**src/ctab_pkg.sv**
```systemverilog
package ctab_pkg;

    localparam int SLOTS    = 64;
    localparam int SLOT_W   = $clog2(SLOTS);
    localparam int SLOT_IN_W = 8;
    localparam int COUNT_W  = $clog2(SLOTS + 1);
    localparam int TYPE_W   = 3;
    localparam int RIGHTS_W = 8;
    localparam int WORD_W   = 64;
    localparam int GEN_W    = 32;
    localparam int FUNC_W   = 3;
    localparam int BIT_W    = 3;
    localparam int CFG_IDX_W = 1;
    localparam int CFG_DATA_W = 3;

    localparam logic [TYPE_W-1:0] TYPE_NONE    = '0;
    localparam logic [GEN_W-1:0]  GEN_RESET    = GEN_W'(1);
    localparam logic [BIT_W-1:0]  GRANT_RESET  = BIT_W'(2);
    localparam logic [BIT_W-1:0]  REVOKE_RESET = BIT_W'(3);

    // configuration register indexes
    localparam logic [CFG_IDX_W-1:0] CFG_GRANT_BIT  = 1'b0;
    localparam logic [CFG_IDX_W-1:0] CFG_REVOKE_BIT = 1'b1;

    typedef enum logic [FUNC_W-1:0] {
        FN_INSERT = 3'd0,
        FN_LOOKUP = 3'd1,
        FN_DELETE = 3'd2,
        FN_COPY   = 3'd3,
        FN_MINT   = 3'd4,
        FN_REVOKE = 3'd5
    } func_t;

    typedef struct packed {
        logic [TYPE_W-1:0]   cap_type;
        logic [RIGHTS_W-1:0] rights;
        logic [WORD_W-1:0]   object_ref;
        logic [WORD_W-1:0]   badge;
        logic [GEN_W-1:0]    generation;
    } entry_t;

    typedef struct packed {
        logic [FUNC_W-1:0]    func;
        logic [SLOT_IN_W-1:0] slot;
        logic [SLOT_IN_W-1:0] dest_slot;
        logic                 dst_auto;
        logic [TYPE_W-1:0]    cap_type;
        logic [RIGHTS_W-1:0]  rights;
        logic [WORD_W-1:0]    object_ref;
        logic [WORD_W-1:0]    badge;
    } req_t;

    typedef struct packed {
        logic              en;
        logic [SLOT_W-1:0] addr;
        entry_t            data;
    } wr_t;

    typedef struct packed {
        logic [SLOTS-1:0]   used_map;
        logic [COUNT_W-1:0] occupied;
    } stat_t;

    typedef struct packed {
        logic                ok;
        logic [SLOT_W-1:0]   result_slot;
        logic [TYPE_W-1:0]   cap_type;
        logic [RIGHTS_W-1:0] rights;
        logic [WORD_W-1:0]   object_ref;
        logic [WORD_W-1:0]   badge;
        logic [GEN_W-1:0]    generation;
        logic [COUNT_W-1:0]  used_count;
    } res_t;

endpackage

```
**src/ctab_ctrl.sv**
```systemverilog
module ctab_ctrl (
    input  logic                       clk,
    input  logic                       rst_n,
    input  logic                       req_valid,
    input  ctab_pkg::req_t             req,
    input  ctab_pkg::entry_t           src,
    input  logic [ctab_pkg::BIT_W-1:0] grant_bit,
    input  logic [ctab_pkg::BIT_W-1:0] revoke_bit,
    output ctab_pkg::wr_t              wr,
    output ctab_pkg::stat_t            stat,
    output logic                       done,
    output ctab_pkg::res_t             res
);
    import ctab_pkg::*;

    logic [SLOTS-1:0]   used_reg;
    logic [SLOTS-1:0]   used_next;
    logic [COUNT_W-1:0] occupied_reg;
    logic [COUNT_W-1:0] occupied_next;
    logic [GEN_W-1:0]   gen_reg;
    logic [GEN_W-1:0]   gen_next;
    logic               done_reg;
    res_t               res_reg;
    res_t               res_next;

    logic [SLOT_W-1:0]  free_idx;
    logic               any_free;
    logic [SLOT_W-1:0]  src_idx;
    logic               src_live;
    logic [SLOT_W-1:0]  dst_idx;
    logic               dst_ok;
    logic               set_bit;
    logic               clr_bit;

    // lowest free slot
    always_comb
    begin
        free_idx = '0;
        for (int i = SLOTS - 1; i >= 0; i--)
        begin
            if (!used_reg[i])
            begin
                free_idx = SLOT_W'(i);
            end
        end
    end

    assign any_free = ~&used_reg;
    assign src_idx  = req.slot[SLOT_W-1:0];
    assign src_live = (req.slot[SLOT_IN_W-1:SLOT_W] == '0) && used_reg[src_idx];

    always_comb
    begin
        if (req.dst_auto)
        begin
            dst_idx = free_idx;
            dst_ok  = any_free;
        end
        else
        begin
            dst_idx = req.dest_slot[SLOT_W-1:0];
            dst_ok  = (req.dest_slot[SLOT_IN_W-1:SLOT_W] == '0) && !used_reg[dst_idx];
        end
    end

    always_comb
    begin
        used_next = used_reg;
        gen_next  = gen_reg;
        set_bit   = 1'b0;
        clr_bit   = 1'b0;
        wr        = '0;
        res_next  = '0;
        if (req_valid)
        begin
            unique case (func_t'(req.func))
                FN_INSERT:
                begin
                    if ((req.cap_type != TYPE_NONE) && any_free)
                    begin
                        wr.en                 = 1'b1;
                        wr.addr               = free_idx;
                        wr.data.cap_type      = req.cap_type;
                        wr.data.rights        = req.rights;
                        wr.data.object_ref    = req.object_ref;
                        wr.data.badge         = req.badge;
                        wr.data.generation    = gen_reg;
                        set_bit               = 1'b1;
                        used_next[free_idx]   = 1'b1;
                        res_next.ok           = 1'b1;
                        res_next.result_slot  = free_idx;
                    end
                end
                FN_LOOKUP:
                begin
                    if (src_live)
                    begin
                        res_next.ok         = 1'b1;
                        res_next.cap_type   = src.cap_type;
                        res_next.rights     = src.rights;
                        res_next.object_ref = src.object_ref;
                        res_next.badge      = src.badge;
                        res_next.generation = src.generation;
                    end
                end
                FN_DELETE:
                begin
                    if (src_live)
                    begin
                        clr_bit            = 1'b1;
                        used_next[src_idx] = 1'b0;
                        res_next.ok        = 1'b1;
                    end
                end
                FN_COPY, FN_MINT:
                begin
                    if (src_live && src.rights[grant_bit] && dst_ok)
                    begin
                        wr.en              = 1'b1;
                        wr.addr            = dst_idx;
                        wr.data            = src;
                        wr.data.generation = gen_reg;
                        if (func_t'(req.func) == FN_MINT)
                        begin
                            wr.data.rights = src.rights & req.rights;
                            wr.data.badge  = req.badge;
                        end
                        set_bit              = 1'b1;
                        used_next[dst_idx]   = 1'b1;
                        res_next.ok          = 1'b1;
                        res_next.result_slot = dst_idx;
                    end
                end
                FN_REVOKE:
                begin
                    if (src_live && src.rights[revoke_bit])
                    begin
                        gen_next    = gen_reg + GEN_W'(1);
                        res_next.ok = 1'b1;
                    end
                end
                default:
                begin
                    res_next.ok = 1'b0;
                end
            endcase
        end
        occupied_next       = occupied_reg + COUNT_W'(set_bit) - COUNT_W'(clr_bit);
        res_next.used_count = occupied_next;
    end

    always_ff @(posedge clk or negedge rst_n)
    begin
        if (!rst_n)
        begin
            used_reg     <= '0;
            occupied_reg <= '0;
            gen_reg      <= GEN_RESET;
            done_reg     <= 1'b0;
        end
        else
        begin
            used_reg     <= used_next;
            occupied_reg <= occupied_next;
            gen_reg      <= gen_next;
            done_reg     <= req_valid;
        end
    end

    always_ff @(posedge clk)
    begin
        if (req_valid)
        begin
            res_reg <= res_next;
        end
    end

    assign stat.used_map = used_reg;
    assign stat.occupied = occupied_reg;
    assign done          = done_reg;
    assign res           = res_reg;

endmodule

```
**config.mk**
```make
export PLATFORM = sky130hd
export DESIGN_NAME = ctab_ctrl
export DESIGN_NICKNAME = d
export VERILOG_FILES = /design/src/ctab_pkg.sv /design/src/ctab_ctrl.sv
export SDC_FILE = /design/constraint.sdc
export NUM_CORES = 1
export LEC_CHECK = 0
export ABC_AREA = 1
export BUFFER_PORTS_ARGS = -buffer_cell sky130_fd_sc_hd__buf_2
export CAP_MARGIN = 30
export CORE_AREA = 2 2 298 300
export DETAILED_ROUTE_END_ITERATION = 16
export DIE_AREA = 0 0 300 302
export SYNTH_ARGS = -nofsm -noshare
export SYNTH_HDL_FRONTEND = slang
export SYNTH_SLANG_ARGS = --single-unit
export TNS_END_PERCENT = 30
```
**constraint.sdc**
```tcl
create_clock -name clk -period 3.7 [get_ports clk]
set_input_delay 0.185 -clock clk [delete_from_list [all_inputs] [get_ports clk]]
set_output_delay 0.185 -clock clk [all_outputs]
set_load 0.02 [all_outputs]
```
# == Word level (Yosys, flattened, before mapping) ==
# Index checks and enable logic that the tools add are counted.
# word_totals
out_inout_bits,435
elab_cells,161
regBits,289
# op_classes
n_mux,102
n_eq_ne,8
n_addsub,3
n_reduce_logical,22
n_bitwise,5
magnitude_cmp,9
# ops
operator,count
$mux W178,3
$mux W6,65
$pmux W178 S2,1
$mux W64,4
$pmux W64 S3,1
$or A64 B64 Y64,2
$and A64 B64 Y64,1
$not A64 Y64,1
$reduce_and A64 Y1,1
$add A32 B1 Y32 const B,1
$lt A6 B7 Y1 const B,4
$demux W1 S6,3
$ge A6 B1 Y1 const B,3
$mux W1,15
$mux W7,2
$bmux W1 S6,2
$pmux W6 S2,1
$logic_and A1 B1 Y1,9
$and A8 B8 Y8,1
$lt A3 B4 Y1 const B,2
$mux W8,1
$add A7 B1 Y7,1
$sub A7 B1 Y7,1
$bmux W1 S3,2
14 further kinds,22

# == Depth between registers and ports, before layout ==
# Gate-level depths: netlist of run 1.
# depth
word_depth,72
ltp_mapped,72

# == Worst setup path before layout of run 1 ==
# No wires, ideal clock.
# synth_path
kind,flip-flop to output port
startpoint,reg used_reg[63]
endpoint,out wr[171] in the netlist's numbering
path_stages_with_launch,69
t_arrival_ps,4571
setup_slack_ps,-1056
path_buffers,1
required_ps,3515
cell_sequence,dfrtp_1 inv_2 nand2_1 nand2_1 nand2_1 nand2_1 nand2_1 nand2_1 nand2_1 nand2_1 nand2_1 nand2_1 nand2_1 nand2_1 nand2_1 nand2_1 nand2_1 nand2_1 [33 not listed] nand2_1 nand2_1 nand2_1 nand2_1 nand2_1 nand2_1 nand2_1 nand2_1 nand2_1 nand2_1 nand2_1 nand2_1 nand2_2 nand3_4 nand2_4 buf_4 a22oi_1 nor2_1
# synth_lines
item,line,text
start: declaration,ctab_ctrl.sv:16,logic [SLOTS-1:0] used_reg;
start signal: assignment,ctab_ctrl.sv:163,used_reg <= used_next;
end: declaration,ctab_ctrl.sv:9,"output ctab_pkg::wr_t wr,"

==> results by group, run 1 <==
Worst setup path
  – Startpoint Class: register
  – Crit. End Element: output port
  – Cell mode on critical path: nand2_1
  – Crit-path max FO: 2
  – Req. time, crit path: 3.51 ns
  – Critical path type: reg2out
  – CP peak stage delay: 0.37 ns
  – Slowest cell on the critical path: dfrtp_2
  – Critical Path AT: 5.10 ns

Power
  – Combinational share of power: 40.3%
  – Leakage: 16.4 nW
  – Sequential cell fraction of total power: 30.4%
  – Net Sw Frac: 38.4%
  – Power Density: 401 nW/um2
  – Total power: 13.4 mW
  – Internal Power: 8.23 mW
  – Net switching power: 5.13 mW
  – Clock power frac: 29.3%
  – VDD IR-drop max: 0.232 mV

GRT
  – Largest net degree at the start of global routing: 78
  – Grt ovf: 0
  – Total track usage: 28.7%
  – Vias in the first global route: 23100
  – Initial antenna violation count: 31
  – First-pass GRT wire length: 181000 um

Timing
  – Hold_ws: 0.0354 ns
  – Slew @ Worst Pin: 0.835 ns
  – # setup viols final: 270
  – Endpoints failing hold: 0
  – Max-slew violations: 0
  – RSZ-0062 raised after global routing: true
  – Worst Skew: 0.0203 ns
  – Final min period: 5.29 ns
  – Max frequency: 189 MHz
  – Final worst setup slack: -1.59 ns
  – Tcrit/Tclk final: 143%
  – Slew headroom: 43.6%

Logic synthesis
  – Commonest register cell after synthesis: edfxtp_1
  – Async SR Flop Fraction: 36.0%
  – Largest area contributor in the netlist: edfxtp_1
  – Mapped Avg Cell Area: 7.31 um2
  – Post-synthesis register bit count: 289
  – Mapped Nets: 2837
  – Syn Inst Count: 2489
  – Top cells by area in the synthesized netlist: edfxtp_1 (31%), dfrtp_1 (14%), nand2_1 (10%), nor2_1 (9.1%), inv_1 (7.5%)
  – Library cells used by synthesis: 49
  – Top cell type's share of synthesized area: 30.5%
  – Post-synth EDFFs: 185
  – Syn Std Cell Area: 18200 um2
  – Seq/Total Area, Yosys: 44.8%
  – YS warnings: 0

Worst hold path
  – HP Class: in2reg

Placed design
  – PortBufs: 773
  – Placer Congestion: 1.05
  – Post-Place Setup Slack: -1.57 ns
  – Placed Instances: 4771
  – Dpl hpwl: 106000 um

Final layout
  – Area Overhead vs Synth: 82.9%
  – Util after Layout: 38.0%
  – Fin cells: 5079
  – Fin nets: 4221
  – Reg area: 8170 um2
  – Most frequent cells in the layout: buf_2 (706), buf_4 (449), nand2_1 (394)
  – Layout cell share with drive strength beyond 1: 44.8%
  – Max reg flops: 185
  – Area of the multi-input gates: 9740 um2
  – Commonest non-fill, non-tap cell in the layout: buf_2
  – Fillers: 9174

Drt
  – Wire per inst: 27.0 um
  – Routed wire length: 137000 um
  – DRT antenna net count: 0
  – DR pass1 iterations: 7
  – Vias post-DR: 24700
  – Remaining DRCs: 0
  – Drt via density: 4.87
  – DRT iter0 DRCs: 2861

Clock network
  – CTS Root Cell: clkbuf_16
  – Latest clock arrival within the worst-skew pair: 0.57 ns
  – Number of clock sinks: 289
  – Reg clk slew, reported paths: 0.07 ns
  – Total CTS buffers: 39
  – TritonCTS clock tree: done
  – Longest Clk Path Bufs: 3
  – H-tree level count: 2

Floorplan
  – Area of the core: 87600 um2
  – Starting density of the core: 20.8%
  – Die width: 300 um
  – Ports: 774
  – Die Ht: 302 um
  – Die area: 90600 um2
  – Rows: 109

Status
  – Violated checks: negative setup slack
  – Outcome: finished with violations

Flow run
  – MaxCap Viol Count: 0
layout make-up:
type | instances | share of cell area, %
diodes | 10 | 0.0752
clock buffers | 52 | 3.27
clock inverters | 20 | 0.549
inverters | 380 | 4.44
multi-input cells | 1694 | 29.3
flip-flops and latches | 289 | 24.6
well taps | 1165 | 4.38
repair buffers | 1469 | 33.5
what timing repair did:
action | in CTS | in global routing
buffers inserted | 47 | 22
setup endpoints to repair | 279 | 277
pin swaps | 63 | 133
gates cloned | 12 | 0
hold endpoints to repair | 212 | 0
hold buffers | 154 | 0
gates resized for setup | 287 | 292
metrics by stage:
step,TNS (ns),cell area [um2]
floorplan,-52.04,18200
global placement,-296.88,27600
detailed placement,-282.39,27600
CTS,-160.18,32000
global route,-239.88,33300
finish,-177.27,33300
logic make-up after synthesis:
| family | Yosys count | synth area share (%) |
|---|---|---|
| buffers and inverters | 506 | 10.6 |
| XOR/XNOR | 35 | 1.68 |
| flip-flops | 289 | 44.8 |
| adder cells (fa/ha/maj) | 9 | 0.660 |
| AND/OR/NAND/NOR | 1119 | 25.0 |
| AO/OA/AOI/OAI | 531 | 17.2 |
layer usage:
metal  vias to the layer above  GRT usage, %  part of all wire (%)
met5                         -         0.776                  0.11
met4                        12          8.52                   3.9
met3                       342          15.3                    15
met2                      1614          42.1                    42
met1                     11800          36.1                    39
li1                      11000             -                     -
Yosys cell counts, types with 3 or more instances:
| cell type | n |
|---|---|
| a211oi_1 | 5 |
| a21oi_1 | 115 |
| a221oi_1 | 5 |
| a22oi_1 | 133 |
| a31oi_1 | 3 |
| buf_1 | 6 |
| buf_2 | 5 |
| clkbuf_1 | 113 |
| clkinv_1 | 3 |
| dfrtp_1 | 103 |
| edfxtp_1 | 185 |
| ha_1 | 8 |
| inv_1 | 365 |
| inv_2 | 12 |
| nand2_1 | 503 |
| nand2_4 | 3 |
| nand3_1 | 71 |
| nand4_1 | 14 |
| nor2_1 | 439 |
| nor2_2 | 4 |
| nor3_1 | 59 |
| nor3_2 | 5 |
| nor3b_1 | 10 |
| nor4_1 | 3 |
| o211ai_1 | 6 |
| o21ai_0 | 211 |
| o21ai_1 | 7 |
| o21bai_1 | 3 |
| o22ai_1 | 27 |
| o31ai_1 | 3 |
| o41ai_1 | 6 |
| xnor2_1 | 4 |
| xor2_1 | 31 |
power groups by stage:
stage / combinational (mW) / clock, mW / sequential [mW]
finish: 5.38 / 3.91 / 4.07
global route: 5.67 / 4.08 / 4.08
detailed placement: 4.44 / 0 / 4.10
floorplan: 1.37 / 0 / 4.52
CTS: 4.90 / 3.97 / 4.05
global placement: 4.47 / 0 / 4.12
worst paths after layout:
path | startpoint | endpoint | slack (ns) | cells past startpoint
worst max-delay path | used_reg[63] | wr[171] | -1.59 | 70
worst min-delay path | src[67] | res[74] | 0.04 | 3
worst max register to register | used_reg[63] | used_reg[21] | -1.34 | 74
worst min register to register | gen_reg[31] | gen_reg[31] | 0.46 | 1
max in group asynchronous | rst_n | used_reg[22] | 2.73 | 3
min in group asynchronous | rst_n | used_reg[35] | 0.12 | 2
worst max-delay path, delay by kind of cell, from the launching register on:
| kind | cells | cell delay (ns) |
|---|---|---|
| compound gates | 1 | 0.21 |
| buf+inv | 5 | 0.47 |
| flops | 1 | 0.37 |
| simple gates | 64 | 3.49 |
Power figures use the tool's default switching activity.
==> inputs of run 2 (changes only) <==
MAX_ROUTING_LAYER = met4   (was unset)
SETUP_SLACK_MARGIN = 0.1   (was unset)
==> results by group, run 2 (synthesis gave the netlist of run 1 again) <==
Final layout
  – Fillers: 9140
  – Reg area: 8170 um2
  – Area of the multi-input gates: 9450 um2
  – Most frequent cells in the layout: buf_2 (709), buf_4 (465), nand2_1 (440)
  – Commonest non-fill, non-tap cell in the layout: buf_2
  – Max reg flops: 185
  – Util after Layout: 38.0%
  – Layout cell share with drive strength beyond 1: 43.3%
  – Fin nets: 4241
  – Fin cells: 5106
  – Area Overhead vs Synth: 82.9%

Clock network
  – CTS Root Cell: clkbuf_16
  – H-tree level count: 2
  – Longest Clk Path Bufs: 3
  – TritonCTS clock tree: done
  – Latest clock arrival within the worst-skew pair: 0.59 ns
  – Reg clk slew, reported paths: 0.06 ns
  – Total CTS buffers: 40
  – Number of clock sinks: 289

Drt
  – DRT iter0 DRCs: 2696
  – DR pass1 iterations: 6
  – Routed wire length: 139000 um
  – Remaining DRCs: 0
  – DRT antenna net count: 0
  – Drt via density: 4.87
  – Vias post-DR: 24900
  – Wire per inst: 27.1 um

GRT
  – Total track usage: 29.3%
  – First-pass GRT wire length: 181000 um
  – Vias in the first global route: 23100
  – Largest net degree at the start of global routing: 120
  – Initial antenna violation count: 25
  – Grt ovf: 0

Timing
  – Hold_ws: 0.0480 ns
  – Max frequency: 192 MHz
  – Endpoints failing hold: 0
  – Slew headroom: 36.4%
  – Slew @ Worst Pin: 0.954 ns
  – Tcrit/Tclk final: 141%
  – # setup viols final: 271
  – Final worst setup slack: -1.50 ns
  – Worst Skew: 0.0293 ns
  – Final min period: 5.20 ns
  – Setup tns final: -178.34 ns
  – Max-slew violations: 0
  – RSZ-0062 raised after global routing: true

Power
  – Leakage: 16.3 nW
  – VDD IR-drop max: 0.294 mV
  – Power Density: 401 nW/um2

Worst setup path
  – CP peak stage delay: 0.41 ns
  – Cell mode on critical path: nand2_1
  – Crit. End Element: output port
  – Critical path type: reg2out
  – Slowest cell on the critical path: dfrtp_2
  – Req. time, crit path: 3.51 ns
  – Crit-path max FO: 2
  – Startpoint Class: register
  – Critical Path AT: 5.02 ns

Status
  – Violated checks: negative setup slack
  – Outcome: finished with violations

Placed design
  – Placer Congestion: 1.09
  – PortBufs: 773
  – Post-Place Setup Slack: -1.40 ns
  – Dpl hpwl: 105000 um
  – Placed Instances: 4788

Floorplan
  – Starting density of the core: 20.8%
  – Die Ht: 302 um
  – Ports: 774
  – Die area: 90600 um2
  – Area of the core: 87600 um2
  – Rows: 109
  – Die width: 300 um

Worst hold path
  – HP Class: in2reg

Flow run
  – MaxCap Viol Count: 0
[run 2: cell types whose count changed in the layout (fill, tap and decap cells not counted), moves of 11 or more]
cell	previous run	this run
buf_4	449	465
buf_6	73	55
nand2_1	394	440
nand2_2	75	50
nand2_4	35	14
nor2_1	392	403
o21ai_0	173	186
[run 2: area by class of cell]
type | instances | area share, %
tap | 1165 | 4.38
timing repair buffer | 1488 | 34.2
clock inverter | 20 | 0.654
antenna | 18 | 0.135
multi-input combinational | 1694 | 28.4
inverter | 380 | 4.47
sequential | 289 | 24.5
clock buffer | 52 | 3.26
[run 2: worst paths after layout]
check                                   from      endpoint  slack, ns  depth (start not counted)
min in group asynchronous              rst_n  used_reg[15]       0.23                          2
worst max register to register  used_reg[63]   used_reg[5]      -1.36                         76
worst min-delay path                 src[46]       res[53]       0.05                          3
worst min register to register   gen_reg[31]   gen_reg[31]       0.46                          1
max in group asynchronous              rst_n  used_reg[62]       2.56                          3
worst max-delay path            used_reg[62]       wr[171]      -1.50                         68
[run 2: repair_timing]
action	CTS	global route
hold buffers	160	0
setup buffers	18	37
pin swaps	48	97
cloned	11	7
endpoints found under the hold margin	215	0
setup endpoints to repair	276	278
resized for setup	207	252
[run 2: through the flow]
step                power (mW)  instance area [um2]
floorplan                 5.89                18200
global placement          8.59                27800
detailed placement        8.54                27800
CTS                       13.0                31900
global route              13.9                33300
finish                    13.4                33300
[run 2: power by group]
| group | switching (mW) | internal, mW | total, mW | leakage, nW |
|---|---|---|---|---|
| registers | 0.291 | 3.81 | 4.10 | 3.17 |
| clock network | 1.69 | 2.35 | 4.04 | 0.637 |
| logic | 3.08 | 2.14 | 5.22 | 12.5 |
[run 2: metal layers]
| metal | GRT usage [%] | wire length, um | vias up | part of all wire, % |
|---|---|---|---|---|
| li1 | - | - | 11000 | - |
| met1 | 37.3 | 57100 | 12100 | 41 |
| met2 | 42.2 | 59000 | 1503 | 43 |
| met3 | 12.5 | 18100 | 272 | 13 |
| met4 | 7.80 | 4460 | 0 | 3.2 |
| met5 | - | 0 | - | 0 |
[run 2: worst max-delay path, delay by kind of cell (launching register included)]
kind                   cells  cell delay (ns)
buffers and inverters      2             0.28
and+or+nand+nor           65             3.56
AOI/OAI and AO/OA          1             0.19
DFF                        1             0.41
==> inputs of run 3 (changes only) <==
GPL_TIMING_DRIVEN = 0   (was unset)
==> results by group, run 3 (synthesis gave the netlist of run 1 again) <==
Final layout
  – Fin cells: 4819
  – Fin nets: 3942
  – Fillers: 9495
  – Most frequent cells in the layout: buf_2 (710), nand2_1 (447), nor2_1 (383)
  – Reg area: 8190 um2
  – Area of the multi-input gates: 9550 um2
  – Layout cell share with drive strength beyond 1: 37.2%
  – Commonest non-fill, non-tap cell in the layout: buf_2
  – Area Overhead vs Synth: 64.5%
  – Max reg flops: 185

Floorplan
  – Die area: 90600 um2
  – Die width: 300 um
  – Ports: 774
  – Rows: 109
  – Starting density of the core: 20.8%
  – Die Ht: 302 um
  – Area of the core: 87600 um2

GRT
  – Total track usage: 29.2%
  – Initial antenna violation count: 33
  – Grt ovf: 0
  – First-pass GRT wire length: 179000 um
  – Largest net degree at the start of global routing: 109
  – Vias in the first global route: 22100

Placed design
  – PortBufs: 769
  – Placer Congestion: 1.02
  – Post-Place Setup Slack: -2.81 ns
  – Dpl hpwl: 108000 um
  – Placed Instances: 4436

Worst setup path
  – R2R Setup Slk: -1.82 ns
  – Critical path's top delay family: simple AND/OR/NAND/NOR gates
  – Reg2Reg Depth: 75
  – Cell mode on critical path: nand2_1
  – R2R Path End: used_reg[22]
  – Crit. End Element: output port
  – Critical path type: reg2out
  – Req. time, crit path: 3.51 ns
  – R2r startpoint: used_reg[63]
  – Crit-path max FO: 2
  – Startpoint Class: register
  – Critical Path AT: 5.48 ns
  – CP peak stage delay: 0.40 ns
  – CP bufs+invs: 4
  – Slowest cell on the critical path: dfrtp_2

Drt
  – Drt via density: 4.91
  – DRT iter0 DRCs: 2706
  – Remaining DRCs: 0
  – DRT antenna net count: 0
  – Routed wire length: 135000 um
  – Vias post-DR: 23700
  – DR pass1 iterations: 5
  – Wire per inst: 28.0 um

Timing
  – Slew @ Worst Pin: 1.25 ns
  – # setup viols final: 349
  – Final min period: 5.66 ns
  – Final worst setup slack: -1.96 ns
  – Setup tns final: -228.11 ns
  – Endpoints failing hold: 0
  – Tcrit/Tclk final: 153%
  – Worst Skew: 0.0304 ns
  – Max frequency: 177 MHz
  – Max-slew violations: 0
  – Slew headroom: 16.3%
  – RSZ-0062 raised after global routing: true

Power
  – Net Sw Frac: 39.0%
  – Power Density: 421 nW/um2
  – Clock power frac: 32.3%
  – Leakage: 14.1 nW
  – Total power: 12.6 mW
  – Combinational share of power: 33.7%
  – Internal Power: 7.69 mW
  – VDD IR-drop max: 0.340 mV
  – Sequential cell fraction of total power: 34.0%
  – Net switching power: 4.92 mW

Worst hold path
  – Hold Path End: res[63]
  – HP Class: in2reg
  – Worst Hold Path Cells: 3
  – HP Start: src[56]

Clock network
  – TritonCTS clock tree: done
  – H-tree level count: 2
  – Number of clock sinks: 289
  – Reg clk slew, reported paths: 0.06 ns
  – Latest clock arrival within the worst-skew pair: 0.58 ns
  – Total CTS buffers: 40
  – CTS Root Cell: clkbuf_16
  – Longest Clk Path Bufs: 3

Status
  – Outcome: finished with violations
  – Violated checks: negative setup slack

Flow run
  – MaxCap Viol Count: 0
run 3: per-stage QoR:
stage,utilization (%),area (um2),hold slack [ns]
finish,34.2,29900,0.0365
global route,34.2,29900,0.0232
CTS,32.8,28700,0.000341
detailed placement,27.2,23800,0.163
global placement,26.9,23600,0.454
floorplan,-,18200,-0.111
run 3: final cells by class:
cell class                      count  share of cell area [%]
Inverter                          380                    5.03
Tap cell                         1165                    4.87
Sequential cell                   289                    27.3
Clock buffer                       43                    3.42
Clock inverter                     30                    1.02
Antenna cell                       29                   0.242
Timing Repair Buffer             1063                    23.7
Buffer                            126                    2.44
Multi-Input combinational cell   1694                    31.9
run 3: power groups by stage:
stage	Clock [mW]	Combinational (mW)	Sequential, mW
floorplan	0	1.37	4.52
global placement	0	3.18	4.35
detailed placement	0	3.21	4.34
CTS	4.13	3.91	4.27
global route	4.26	4.51	4.32
finish	4.07	4.25	4.29
run 3: repair_timing:
item | 4_1_cts | 5_1_grt
gates cloned | 1 | 1
pin swaps | 57 | 70
setup endpoints to repair | 461 | 374
endpoints found under the hold margin | 230 | 0
hold buffers | 158 | 0
gates resized for setup | 385 | 225
buffers inserted | 87 | 33
run 3: layer usage:
layer  part of all wire, %  vias up  GRT usage (%)
li1                      -    10400              -
met1                    41    11500           36.7
met2                    42     1456           42.1
met3                    13      299           11.8
met4                   4.2        0           10.1
met5                     0        -              -
run 3: tightest hold or removal path: cells and delay by family:
kind,cells,cell delay [ns]
buf+inv,2,0.14
simple gates,1,0.16
run 3: worst max-delay path by stage:
| stage | startpoint | to | slack, ns | cells past startpoint |
|---|---|---|---|---|
| 2_1_floorplan | used_reg[63] | wr[171] | -0.87 | 68 |
| 3_3_place_gp | req_valid | res[6] | -4.48 | 15 |
| 3_5_place_dp | req[148] | wr[153] | -2.81 | 21 |
| 4_1_cts | used_reg[62] | wr[171] | -2.03 | 69 |
| 5_1_grt | used_reg[63] | wr[171] | -2.69 | 70 |
| 6_report | used_reg[63] | wr[171] | -1.96 | 70 |
